==> config.mk <==
export PLATFORM = sky130hd
export DESIGN_NAME = signal_hold_time_accumulator
export DESIGN_NICKNAME = d
export VERILOG_FILES = /design/src/rtl/core/hsta_pkg.sv /design/src/rtl/core/hsta_cfg.sv /design/src/rtl/core/hsta_in_stage.sv /design/src/rtl/core/hsta_core.sv /design/src/rtl/core/hsta_out_stage.sv /design/src/rtl/core/signal_hold_time_accumulator.sv
export SDC_FILE = /design/constraint.sdc
export NUM_CORES = 1
export LEC_CHECK = 0
export BUFFER_PORTS_ARGS = -buffer_cell sky130_fd_sc_hd__buf_4
export CORE_MARGIN = 2
export CORE_UTILIZATION = 29
export DETAILED_ROUTE_END_ITERATION = 10
export PLACE_DENSITY = 0.45
export SLEW_MARGIN = 20
export SYNTH_ARGS = -nofsm -noshare
export SYNTH_HDL_FRONTEND = slang
export SYNTH_SLANG_ARGS = --single-unit
==> constraint.sdc <==
create_clock -name clk -period 23.8 [get_ports clk]
set_input_delay 2.38 -clock clk [delete_from_list [all_inputs] [get_ports clk]]
set_output_delay 2.38 -clock clk [all_outputs]
set_load 0.05 [all_outputs]
==> src/rtl/core/hsta_pkg.sv <==
// shared types, codes and constants of the hold-time accumulator
`timescale 1ns / 1ps
`default_nettype none

package hsta_pkg;

    localparam int TIME_WIDTH = 48;
    localparam int NOW_WIDTH  = 48;
    localparam int TIME_MAX_W = 64;
    localparam int REG_WIDTH  = 31;
    localparam int ACC_WIDTH  = 32;
    localparam int CMD_WIDTH  = 2;
    localparam int EV_WIDTH   = 3;

    localparam logic [REG_WIDTH-1:0] DEFAULT_TIMEOUT = REG_WIDTH'(1000);

    // command codes
    localparam logic [CMD_WIDTH-1:0] CMD_TICK    = 2'd0;
    localparam logic [CMD_WIDTH-1:0] CMD_TIMEOUT = 2'd1;
    localparam logic [CMD_WIDTH-1:0] CMD_RESTART = 2'd2;

    // event codes
    localparam logic [EV_WIDTH-1:0] EV_NONE      = 3'd0;
    localparam logic [EV_WIDTH-1:0] EV_START     = 3'd1;
    localparam logic [EV_WIDTH-1:0] EV_STOP      = 3'd2;
    localparam logic [EV_WIDTH-1:0] EV_CONTINUE  = 3'd3;
    localparam logic [EV_WIDTH-1:0] EV_COMPLETED = 3'd4;

    // register indexes
    localparam logic CFG_IDX_REQUIRED = 1'b0;
    localparam logic CFG_IDX_TIMEOUT  = 1'b1;

    typedef struct packed {
        logic [REG_WIDTH-1:0] required_hold;
        logic [REG_WIDTH-1:0] heartbeat_timeout;
    } cfg_t;

    typedef struct packed {
        logic [CMD_WIDTH-1:0] command;
        logic [NOW_WIDTH-1:0] now_ms;
    } item_t;

    typedef struct packed {
        logic [EV_WIDTH-1:0]  event_res;
        logic [ACC_WIDTH-1:0] accumulated;
    } result_t;

endpackage

`default_nettype wire

==> src/rtl/core/hsta_cfg.sv <==
// configuration registers of the hold-time accumulator
`timescale 1ns / 1ps
`default_nettype none

module hsta_cfg
    import hsta_pkg::*;
(
    input  wire logic        clk,
    input  wire logic        rst_n,
    input  wire logic        cfg_valid,
    output logic             cfg_ready,
    input  wire logic        cfg_index,
    input  wire logic [31:0] cfg_data,
    output cfg_t             cfg
);

    logic [REG_WIDTH-1:0] required_reg;
    logic [REG_WIDTH-1:0] timeout_reg;

    assign cfg_ready = 1'b1;

    always_ff @(posedge clk or negedge rst_n)
    begin
        if (!rst_n)
        begin
            required_reg <= '0;
            timeout_reg  <= DEFAULT_TIMEOUT;
        end
        else if (cfg_valid)
        begin
            case (cfg_index)
                CFG_IDX_REQUIRED: required_reg <= cfg_data[REG_WIDTH-1:0];
                CFG_IDX_TIMEOUT:  timeout_reg  <= cfg_data[REG_WIDTH-1:0];
                default:          ;
            endcase
        end
    end

    assign cfg.required_hold     = required_reg;
    assign cfg.heartbeat_timeout = timeout_reg;

endmodule

`default_nettype wire

==> src/rtl/core/hsta_in_stage.sv <==
// input register stage of the hold-time accumulator
`timescale 1ns / 1ps
`default_nettype none

module hsta_in_stage
    import hsta_pkg::*;
(
    input  wire logic  clk,
    input  wire logic  rst_n,
    input  wire logic  in_valid,
    output logic       in_ready,
    input  wire item_t in_item,
    input  wire logic  out_free,
    output logic       fire,
    output item_t      item
);

    logic  valid_reg;
    logic  valid_next;
    item_t item_reg;

    assign fire       = valid_reg && out_free;
    assign in_ready   = !valid_reg || fire;
    assign valid_next = (in_valid && in_ready) ? 1'b1 : (fire ? 1'b0 : valid_reg);

    always_ff @(posedge clk or negedge rst_n)
    begin
        if (!rst_n)
        begin
            valid_reg <= 1'b0;
        end
        else
        begin
            valid_reg <= valid_next;
        end
    end

    always_ff @(posedge clk)
    begin
        if (in_valid && in_ready)
        begin
            item_reg <= in_item;
        end
    end

    assign item = item_reg;

endmodule

`default_nettype wire

==> src/rtl/core/hsta_core.sv <==
// hold state and per-item update logic
`timescale 1ns / 1ps
`default_nettype none

module hsta_core
    import hsta_pkg::*;
(
    input  wire logic  clk,
    input  wire logic  rst_n,
    input  wire logic  fire,
    input  wire item_t item,
    input  wire cfg_t  cfg,
    output result_t    result
);

    logic                  active_reg;
    logic                  active_next;
    logic                  finished_reg;
    logic                  finished_next;
    logic [TIME_WIDTH-1:0] last_reg;
    logic [TIME_WIDTH-1:0] last_next;
    logic [ACC_WIDTH-1:0]  total_reg;
    logic [ACC_WIDTH-1:0]  total_next;
    logic [EV_WIDTH-1:0]   ev;

    logic [TIME_MAX_W-1:0] now_ext;
    logic [TIME_WIDTH-1:0] now_t;
    logic [TIME_WIDTH-1:0] diff;
    logic                  forward;
    logic [REG_WIDTH-1:0]  limit;
    logic                  gap_over;
    logic [REG_WIDTH-1:0]  gap;
    logic [ACC_WIDTH:0]    sum;
    logic [ACC_WIDTH-1:0]  sum_sat;
    logic                  disabled;

    assign now_ext  = TIME_MAX_W'(item.now_ms);
    assign now_t    = now_ext[TIME_WIDTH-1:0];
    assign forward  = now_t > last_reg;
    assign diff     = now_t - last_reg;
    assign limit    = (cfg.heartbeat_timeout == '0) ? DEFAULT_TIMEOUT : cfg.heartbeat_timeout;
    assign gap_over = forward && (diff > TIME_WIDTH'(limit));
    // below the limit the gap fits in the register width
    assign gap      = forward ? diff[REG_WIDTH-1:0] : '0;
    assign sum      = {1'b0, total_reg} + (ACC_WIDTH + 1)'(gap);
    assign sum_sat  = sum[ACC_WIDTH] ? '1 : sum[ACC_WIDTH-1:0];
    assign disabled = (cfg.required_hold == '0) || finished_reg;

    always_comb
    begin
        active_next   = active_reg;
        finished_next = finished_reg;
        last_next     = last_reg;
        total_next    = total_reg;
        ev            = EV_NONE;
        case (item.command)
            CMD_TICK:
            begin
                if (!disabled)
                begin
                    last_next = now_t;
                    if (!active_reg)
                    begin
                        active_next = 1'b1;
                        ev          = EV_START;
                    end
                    else if (gap_over)
                    begin
                        active_next = 1'b0;
                        ev          = EV_STOP;
                    end
                    else
                    begin
                        total_next = sum_sat;
                        if (sum_sat >= ACC_WIDTH'(cfg.required_hold))
                        begin
                            finished_next = 1'b1;
                            active_next   = 1'b0;
                            ev            = EV_COMPLETED;
                        end
                        else
                        begin
                            ev = EV_CONTINUE;
                        end
                    end
                end
            end
            CMD_TIMEOUT:
            begin
                if (!disabled && active_reg)
                begin
                    active_next = 1'b0;
                    ev          = EV_STOP;
                end
            end
            CMD_RESTART:
            begin
                active_next   = 1'b0;
                finished_next = 1'b0;
                last_next     = '0;
                total_next    = '0;
            end
            default: ;
        endcase
    end

    always_ff @(posedge clk or negedge rst_n)
    begin
        if (!rst_n)
        begin
            active_reg   <= 1'b0;
            finished_reg <= 1'b0;
            last_reg     <= '0;
            total_reg    <= '0;
        end
        else if (fire)
        begin
            active_reg   <= active_next;
            finished_reg <= finished_next;
            last_reg     <= last_next;
            total_reg    <= total_next;
        end
    end

    assign result.event_res   = ev;
    assign result.accumulated = total_next;

endmodule

`default_nettype wire

==> src/rtl/core/hsta_out_stage.sv <==
// result register stage of the hold-time accumulator
`timescale 1ns / 1ps
`default_nettype none

module hsta_out_stage
    import hsta_pkg::*;
(
    input  wire logic    clk,
    input  wire logic    rst_n,
    input  wire logic    load,
    input  wire result_t in_result,
    output logic         out_free,
    output logic         out_valid,
    input  wire logic    out_ready,
    output result_t      out_result
);

    logic    valid_reg;
    logic    valid_next;
    result_t result_reg;

    assign out_free   = !valid_reg || out_ready;
    assign valid_next = load ? 1'b1 : (out_ready ? 1'b0 : valid_reg);

    always_ff @(posedge clk or negedge rst_n)
    begin
        if (!rst_n)
        begin
            valid_reg <= 1'b0;
        end
        else
        begin
            valid_reg <= valid_next;
        end
    end

    always_ff @(posedge clk)
    begin
        if (load)
        begin
            result_reg <= in_result;
        end
    end

    assign out_valid  = valid_reg;
    assign out_result = result_reg;

endmodule

`default_nettype wire

==> src/rtl/core/signal_hold_time_accumulator.sv <==
// top level of the signal hold-time accumulator
//
//  channel   direction  handshake            payload
//  s_*       in         s_tvalid / s_tready  tuser: command, tdata: now_ms
//  m_*       out        m_tvalid / m_tready  tuser: event_res, tdata: accumulated
//  cfg_*     in         cfg_valid/cfg_ready  cfg_index, cfg_data
//
// one item per cycle while the result is not stalled; each transfer goes through
// the input register, then update logic and the result register
// reset clears the hold state and loads the register defaults
// a stalled result holds the result register; the input register
// refills as soon as the result register frees, in the same cycle
`timescale 1ns / 1ps
`default_nettype none

module signal_hold_time_accumulator
    import hsta_pkg::*;
(
    input  wire logic        clk,
    input  wire logic        rst_n,
    input  wire logic        s_tvalid,
    output logic             s_tready,
    input  wire logic [47:0] s_tdata,   // [47:0] now_ms
    input  wire logic [1:0]  s_tuser,   // [1:0] command
    output logic             m_tvalid,
    input  wire logic        m_tready,
    output logic [31:0]      m_tdata,   // [31:0] accumulated
    output logic [2:0]       m_tuser,   // [2:0] event_res
    input  wire logic        cfg_valid,
    output logic             cfg_ready,
    input  wire logic        cfg_index,
    input  wire logic [31:0] cfg_data
);

    cfg_t    cfg;
    item_t   in_item;
    item_t   item;
    result_t result;
    result_t out_result;
    logic    out_free;
    logic    fire;

    assign in_item.command = s_tuser;
    assign in_item.now_ms  = s_tdata;

    hsta_cfg u_cfg (
        .clk       (clk),
        .rst_n     (rst_n),
        .cfg_valid (cfg_valid),
        .cfg_ready (cfg_ready),
        .cfg_index (cfg_index),
        .cfg_data  (cfg_data),
        .cfg       (cfg)
    );

    hsta_in_stage u_in (
        .clk      (clk),
        .rst_n    (rst_n),
        .in_valid (s_tvalid),
        .in_ready (s_tready),
        .in_item  (in_item),
        .out_free (out_free),
        .fire     (fire),
        .item     (item)
    );

    hsta_core u_core (
        .clk    (clk),
        .rst_n  (rst_n),
        .fire   (fire),
        .item   (item),
        .cfg    (cfg),
        .result (result)
    );

    hsta_out_stage u_out (
        .clk        (clk),
        .rst_n      (rst_n),
        .load       (fire),
        .in_result  (result),
        .out_free   (out_free),
        .out_valid  (m_tvalid),
        .out_ready  (m_tready),
        .out_result (out_result)
    );

    assign m_tdata = out_result.accumulated;
    assign m_tuser = out_result.event_res;

endmodule

`default_nettype wire
# ---- Word-level counts from Yosys, hierarchy flattened
# Cells that the tools add are included.
dict set report classes {
  n_addsub 2
  magnitude_cmp 3
  eq_ne 7
  muxes 30
  n_bitwise 1
  reduce_logical 22
}
# operator n
set ops {}
lappend ops {{$mux W32} 4}
lappend ops {{$pmux W48 S2} 1}
lappend ops {{$pmux W32 S2} 1}
lappend ops {{$logic_not A31 Y1} 2}
lappend ops {{$mux W31} 2}
lappend ops {{$gt A48 B31 Y1} 1}
lappend ops {{$gt A48 B48 Y1} 1}
lappend ops {{$mux W48} 1}
lappend ops {{$sub A48 B48 Y48} 1}
lappend ops {{$add A32 B31 Y33} 1}
lappend ops {{$ge A32 B31 Y1} 1}
lappend ops {{$mux W1} 13}
lappend ops {{$mux W3} 4}
lappend ops {{$ne A2 B1 Y1 const B} 3}
lappend ops {{$pmux W3 S2} 1}
lappend ops {{$reduce_and A6 Y1} 1}
lappend ops {{$reduce_bool A2 Y1} 3}
lappend ops {{$logic_and A1 B1 Y1} 4}
lappend ops {{$ne A2 B2 Y1 const B} 2}
lappend ops {{$reduce_and A2 Y1} 2}
lappend ops {{$reduce_and A4 Y1} 1}
lappend ops {{$logic_not A1 Y1} 3}
lappend ops {{$logic_or A1 B1 Y1} 3}
lappend ops {{$pmux W1 S3} 1}
lappend ops {{8 further kinds} 8}
dict set report totals {
  reg_bits 231
  output_inout_bits 38
  wordCells 77
}

# ---- Longest topological paths before layout
# Gate-level depths: netlist of the first run.
dict set report logic_depth {
  word_depth 10
  ltp_mapped 38
  depth_no_buf 36
}

# ---- Cells and area by module
# From an unflattened synthesis of the first run, not the netlist that was laid out.
dict set report unflattened {
  cells_unflattened 1715
  hier_area_um2 16350.7
}
# mod n_inst cells_per_inst area_per_inst_um2
set by_module_without_submodules {}
lappend by_module_without_submodules {hsta_core 1 1488 11212.0}
lappend by_module_without_submodules {hsta_cfg 1 134 2478.6}
lappend by_module_without_submodules {hsta_in_stage 1 55 1561.5}
lappend by_module_without_submodules {hsta_out_stage 1 38 1098.6}

# ---- Worst setup path before layout of the first run
# No wires, ideal clock.
dict set report synth_timing {
  path_kind {register -> register}
  start {reg u_in.item_reg (netlist bit u_in.item[0])}
  end {reg u_core.finished_reg}
  setup_ns 0.134
  t_arrival_ns 7.816
  path_slack_ns 15.850
  path_stages_with_launch 39
  path_buffers 3
  path_cell_list {edfxtp_1 > inv_1 > ha_1 > inv_1 > fa_1 > a21o_1 > a221o_1 > a21oi_2 > o21ai_1 > a31o_2 > a21boi_0 > o21ai_1 > o21ai_1 > clkbuf_1 > nor2_1 > ha_1 > fa_1 > a21o_1 > [3 not listed] > o22ai_1 > a21oi_1 > o311ai_1 > clkbuf_1 > buf_1 > nor2_1 > inv_1 > ha_1 > a21o_1 > a21o_1 > a21oi_1 > nor2_1 > nor3_1 > o221ai_1 > or4b_2 > a31o_2 > a31o_2 > mux2i_1}
}
dict set report synth_via {
  elab_chain_len 7
  word_cells_on_any_way 11
  cone_classes {add/sub: 2; order compare: 3; eq/ne: 2; mux: 2; reduce/logical: 2}
}
# element line_no
set synth_lines {}
lappend synth_lines {{from (decl)} hsta_in_stage.sv:20} ;# item_t item_reg;
lappend synth_lines {{from (signal assigned)} hsta_in_stage.sv:42} ;# item_reg <= in_item;
lappend synth_lines {{$sub A48 B48 Y48 / $gt A48 B48 Y1 (equally long branches)} {hsta_core.sv:40, hsta_core.sv:39}}
lappend synth_lines {{$mux W31} hsta_core.sv:44} ;# assign gap = forward ? diff[REG_WIDTH-1:0] : '0;
lappend synth_lines {{$add A32 B31 Y33} hsta_core.sv:45} ;# assign sum = {1'b0, total_reg} + (ACC_WIDTH + 1)'(gap);
lappend synth_lines {{$mux W32} hsta_core.sv:46} ;# assign sum_sat = sum[ACC_WIDTH] ? '1 : sum[ACC_WIDTH-1:0];
lappend synth_lines {{$ge A32 B31 Y1} hsta_core.sv:75} ;# if (sum_sat >= ACC_WIDTH'(cfg.required_hold))
lappend synth_lines {{$ne A2 B1 Y1 (no line)} --}
lappend synth_lines {{$reduce_and A6 Y1 (no line) *} --}
lappend synth_lines {{to (signal assigned)} hsta_core.sv:119} ;# finished_reg <= finished_next;
lappend synth_lines {{to (decl)} hsta_core.sv:18} ;# logic finished_reg;
# Every way passes the cells marked *; elsewhere a longest branch is shown, timed or not.
# A chain may end at the register's enable or synchronous reset.

# ---- Final worst setup path of the first run
# Ends and elaborated chain as after synthesis.

==> results_dict.tcl, run 1 <==
set metrics [dict create \
    status "finished clean" \
    syn_nets 2002 \
    die_h_microns 239 \
    relSlewSlack_pct 36.5 \
    slew_viol_final 0 \
    start_util_pct 29.2 \
    async_reset_ff_share_pct 63.2 \
    crit_fanout 22 \
    syn2layout_area_growth_pct 16.4 \
    grt_antenna_before_repair 0 \
    use_met1_pct 23.3 \
    wirelength_microns 48300 \
    grt_max_degree 98 \
    gp_congestion 0.880 \
    max-cap-violations 0 \
    fillers 5665 \
    synth_edf_count 85 \
    rows 86 \
    synth_top_flop_cell "dfrtp_1" \
    yosysUniqueCellTypes 80 \
    grt_pass1_wl_microns 75400 \
    post-route-period-util_pct 40.0 \
    ctsResizeCount 0 \
    cp_slowest_cell "or4b_2" \
    reg2reg_depth 37 \
    cts.sinks 231 \
    period_needed_ps 9520 \
    ant_nets 0 \
    cts_max_path_buffers 3 \
    rsz0062_at_grt "no" \
    top_usage_layer "met2" \
    die_area_sq_um 57100 \
    synth_top_area_share_pct 21.9 \
    min-delay-start "u_core.last_reg[40]$_DFFE_PN0P_" \
    finClkSkew_ps 36.8 \
    cp-startpoint "u_in.item[0]$_DFFE_PP_" \
    holdBufCountCts 0 \
    start_kind "flip-flop" \
    drc 0 \
    num_vias 12900 \
    cts_buffers 30 \
    fin_tns_setup_ps 0 \
    regArea_sq_um 6210 \
    power_per_cell_area_nw_per_um2 107 \
    required_ps 24250 \
    diodes 0 \
    critPathCaptureType "flip-flop" \
    vdd_ir_drop_max_mv 0.0526 \
    cts_tree "built" \
    drive_gt1_share_pct 12.8 \
    worstMarginPinSlew_ps 953 \
    dp_hpwl_microns 37400 \
    yosysWarnings 0 \
    placed_cell_area_sq_um 17600 \
    h-tree-depth 1 \
    final_common_cell "nand2_1" \
    hp-class "reg -> reg" \
    dr.pass1.iters 5 \
    r2r_slack_ps 14290 \
    most-common-layout-cells "nand2_1, inv_1, ha_1" \
    synth.largest_area_cell "dfrtp_1" \
    met3_usage_pct 1.97 \
    die-width_microns 239 \
    yosysSeqAreaShare_pct 38.8 \
    syn_inst 1767 \
    multi_input_area_sq_um 8910 \
    grt_util_met2_pct 28.3 \
    largest_register_ffs 50 \
    clk_pin_slew_ps 60 \
    synthTopCellsByArea "dfrtp_1, edfxtp_1, ha_1" \
    grt-ovfl-total 0 \
    crit_type "reg -> reg" \
    drt_iter0_drc 831 \
    wl_per_cell_microns 18.7 \
    postLayoutCellArea_sq_um 18600 \
    r2r_end "u_core.finished_reg$_DFFE_PN0P_" \
    endpoint "u_core.finished_reg$_DFFE_PN0P_" \
    cp.arrival_ps 9970 \
    grt.total_usage_pct 16.9 \
    synth_area_per_cell_sq_um 9.05 \
    timing.fmax_mhz 105 \
    setup_viol 0 \
    ios 126 \
    grt_pass1_vias 12900 \
    nNetsFinal 2094 \
    cts_root_buf "clkbuf_16" \
    post_cts_buffers 0 \
    routed_via_density 4.99 \
    slowest_delay_ps 710 \
    leakage_nw 8.83 \
    synth_area_sq_um 16000 \
    synth_seq_cells 231 \
    finalHoldViolCount 0 \
    portBuffers 123 \
    core_sq_um 54800 \
    clk_latency_ps 590 \
    r2r-start "u_in.item[0]$_DFFE_PP_" \
]
==> stage by stage <==
step	hold slack, ps	total power, mW	utilization, %	setup WS [ps]	instances
2_1_floorplan	450	1.26	-	15850	1767
3_3_place_gp	462	1.54	32.2	14260	2531
3_5_place_dp	470	1.55	32.2	14170	2531
4_1_cts	482	2.02	34.0	14190	2586
5_1_grt	501	2.17	34.0	13750	2586
6_report	474	2.00	34.0	14290	2586
==> logic make-up (layout without fill, tap and decap cells) <==
kind of cell / after synthesis / after routing / share of synthesized area, %
flip-flops: 231 / 231 / 38.8
AND/OR/NAND/NOR: 545 / 545 / 16.3
XOR/XNOR: 65 / 65 / 3.56
other: 1 / 1 / 0.0234
adder cells (fa/ha/maj): 147 / 147 / 11.6
AO/OA/AOI/OAI: 442 / 442 / 17.3
multiplexers: 101 / 101 / 6.57
buffers and inverters: 235 / 350 / 5.76
==> worst max-delay path: cells and delay by family, from the launching register on <==
family          cells  cell delay, ps
compound gates     23            5750
fa+ha+maj           5            1490
simple gates        3             910
buf+inv             5             750
flops               1             390
mux                 1             110
==> report_power, final <==
group          switching, mW  internal (mW)  total, mW
Combinational          0.633          0.386       1.02
Clock                  0.180          0.280      0.460
Sequential            0.0422          0.480      0.523
Total                  0.855           1.15       2.00
==> synthesized netlist by cell type (all sizes together) (3+ instances only) <==
library cell  instances
o41ai                 3
nand2               225
xor2                 27
o211ai               21
nand2b               57
o21bai               10
o21ai               152
a31o                  3
and2                  5
o211a                23
and3                  5
nand3b                6
nor2                100
dfstp                 6
or4                   3
a41oi                 3
dfrtp               140
nor4b                 3
o21a                 10
or3                   8
o31a                  3
nor2b                20
nor4                 22
o31ai                 7
mux2i                69
a211oi                9
edfxtp               85
a21o                 38
nand4                37
nor3                 20
xnor2                38
ha                  145
a31oi                 9
a221o                 4
a311oi                3
mux2                 32
inv                 158
a21oi               117
o221ai                4
buf                  15
or2                   5
nand3                21
clkbuf               62
==> area by class of cell <==
class,instances,share of cell area [%]
Timing Repair Buffer,137,5.54
Multi-Input combinational cell,1301,47.8
Inverter,158,3.18
Clock buffer,44,4.58
Sequential cell,231,33.4
Tap cell,704,4.73
Clock inverter,11,0.786
==> worst min-delay path by stage <==
stage,endpoint,cells past startpoint
floorplan,u_core.last_reg[10]$_DFFE_PN0P_,2
global placement,u_core.last_reg[40]$_DFFE_PN0P_,2
detailed placement,u_core.last_reg[10]$_DFFE_PN0P_,2
CTS,u_core.last_reg[10]$_DFFE_PN0P_,2
global route,u_core.last_reg[14]$_DFFE_PN0P_,2
finish,u_core.last_reg[40]$_DFFE_PN0P_,2
==> routing by layer <==
layer,wire (microns),up-vias
li1,-,6453
met1,23000,6158
met2,22300,240
met3,1700,53
met4,1250,0
met5,0,-
No activity file was read; power rests on OpenSTA's default activity.
==> inputs of run 2 (changes only) <==
--- a/config.mk
+++ b/config.mk
@@ -9,7 +9,7 @@
 export CORE_MARGIN = 2
 export CORE_UTILIZATION = 29
 export DETAILED_ROUTE_END_ITERATION = 10
-export PLACE_DENSITY = 0.45
+export PLACE_DENSITY = 0.47
 export SLEW_MARGIN = 20
 export SYNTH_ARGS = -nofsm -noshare
 export SYNTH_HDL_FRONTEND = slang
==> constraint.sdc (replaced) <==
create_clock -name clk -period 7.9 [get_ports clk]
set_input_delay 0.79 -clock clk [delete_from_list [all_inputs] [get_ports clk]]
set_output_delay 0.79 -clock clk [all_outputs]
set_load 0.05 [all_outputs]
==> results_dict.tcl, run 2 (synthesized netlist as in run 1, its figures left out) <==
set metrics [dict create \
    max-cap-violations 0 \
    period_needed_ps 7460 \
    leakage_nw 9.33 \
    wl_per_cell_microns 18.3 \
    cp.arrival_ps 7920 \
    ios 126 \
    reg2reg_depth 34 \
    h-tree-depth 1 \
    core_sq_um 54800 \
    grt-ovfl-total 0 \
    cts_max_path_buffers 3 \
    multi_input_area_sq_um 9020 \
    dp_hpwl_microns 38900 \
    syn2layout_area_growth_pct 22.3 \
    grt_max_degree 98 \
    dr.pass1.iters 5 \
    required_ps 8360 \
    drc 0 \
    drt-met1-wl_microns 22400 \
    slowest_delay_ps 650 \
    endpoint "u_core.finished_reg$_DFFE_PN0P_" \
    cts_root_buf "clkbuf_16" \
    fillers 5614 \
    post-route-period-util_pct 94.4 \
    whs_ps 177 \
    die_h_microns 239 \
    finalHoldViolCount 0 \
    met3WireLength_microns 1680 \
    diodes 0 \
    start_kind "flip-flop" \
    num_vias 13300 \
    clk_pin_slew_ps 70 \
    status "finished clean" \
    grt_pass1_vias 13300 \
    critPathCaptureType "flip-flop" \
    hp-class "in -> async" \
    largest_register_ffs 50 \
    timing.fmax_mhz 134 \
    r2r-start "u_in.item[0]$_DFFE_PP_" \
    drive_gt1_share_pct 18.3 \
    rows 86 \
    crit_type "reg -> reg" \
    cts.sinks 231 \
    nNetsFinal 2191 \
    crit_fanout 12 \
    r2r_end "u_core.finished_reg$_DFFE_PN0P_" \
    die-width_microns 239 \
    grt_pass1_wl_microns 75100 \
    cts_tree "built" \
    cts_buffers 30 \
    final_common_cell "buf_4" \
    top_layer "met5" \
    worstMarginPinSlew_ps 986 \
    holdBufCountCts 0 \
    cp-startpoint "u_in.item[0]$_DFFE_PP_" \
    vdd_ir_drop_max_mv 0.187 \
    wirelength_microns 49100 \
    portBuffers 123 \
    ant_nets 0 \
    relSlewSlack_pct 34.2 \
    power_mw 6.50 \
    power_per_cell_area_nw_per_um2 332 \
    start_util_pct 29.2 \
    met2_length_microns 23500 \
    clk_latency_ps 610 \
    finClkSkew_ps 41.5 \
    grt_antenna_before_repair 1 \
    die_area_sq_um 57100 \
    drt_iter0_drc 632 \
    gp_congestion 0.892 \
    routed_via_density 4.95 \
    setup_viol 0 \
    grt.total_usage_pct 16.9 \
    cp_slowest_cell "or4b_2" \
    slew_viol_final 0 \
    most-common-layout-cells "buf_4, nand2_1, inv_1" \
    regArea_sq_um 6210 \
    r2r_slack_ps 440 \
]
run 2: repair_timing:
action / in CTS / in global routing
cloned: 0 / 1
pin swaps: 1 / 14
gates resized for setup: 0 / 29
setup endpoints to repair: 1 / 4
buffers inserted: 1 / 5
run 2: report_power, final:
group | internal [mW] | switching (mW) | leakage (nW)
sequential | 1.45 | 0.125 | 2.67
combinational | 1.44 | 2.01 | 6.15
clock | 0.905 | 0.571 | 0.511
run 2: cell type report:
cell class / instances / area share (%)
sequential: 231 / 31.8
multi-input combinational: 1301 / 46.1
inverter: 158 / 3.03
tap: 704 / 4.50
timing repair buffer: 234 / 9.15
clock buffer: 42 / 4.28
clock inverter: 14 / 1.18
run 2: through the flow:
step | utilization, % | TNS (ps) | area (sq um) | cells | setup slack (ps)
final | 35.7 | 0 | 19600 | 2684 | 442
after global routing | 35.7 | -43.8 | 19600 | 2684 | -43.8
after CTS | 35.4 | 0 | 19400 | 2678 | 5.44
after detailed placement | 33.5 | -26.4 | 18300 | 2621 | -26.4
after global placement | 33.5 | 0 | 18300 | 2621 | 39.7
after floorplan | - | 0 | 16000 | 1767 | 88.9
run 2: worst min path at each step:
stage,end,slack [ps],cells past startpoint
6_report,u_core.total_reg[2]$_DFFE_PN0P_,180,1
5_1_grt,u_core.total_reg[2]$_DFFE_PN0P_,230,1
4_1_cts,u_core.total_reg[2]$_DFFE_PN0P_,220,1
3_5_place_dp,u_core.last_reg[35]$_DFFE_PN0P_,470,2
3_3_place_gp,u_core.last_reg[42]$_DFFE_PN0P_,460,2
2_1_floorplan,u_core.last_reg[10]$_DFFE_PN0P_,450,2
run 2: layer usage:
metal	vias to the layer above	GRT usage, %
met4	2	5.25
met1	6342	22.2
met5	-	0
met2	221	29.1
met3	67	1.99
li1	6655	-
run 2: critical path: cells and delay by family (launching register included):
| kind | cells | cell delay [ps] |
|---|---|---|
| buffers and inverters | 6 | 750 |
| AND/OR/NAND/NOR | 9 | 1920 |
| adder cells (fa/ha/maj) | 4 | 940 |
| AO/OA/AOI/OAI | 13 | 3000 |
| multiplexers | 1 | 110 |
| XOR/XNOR | 1 | 280 |
| flip-flops | 1 | 360 |
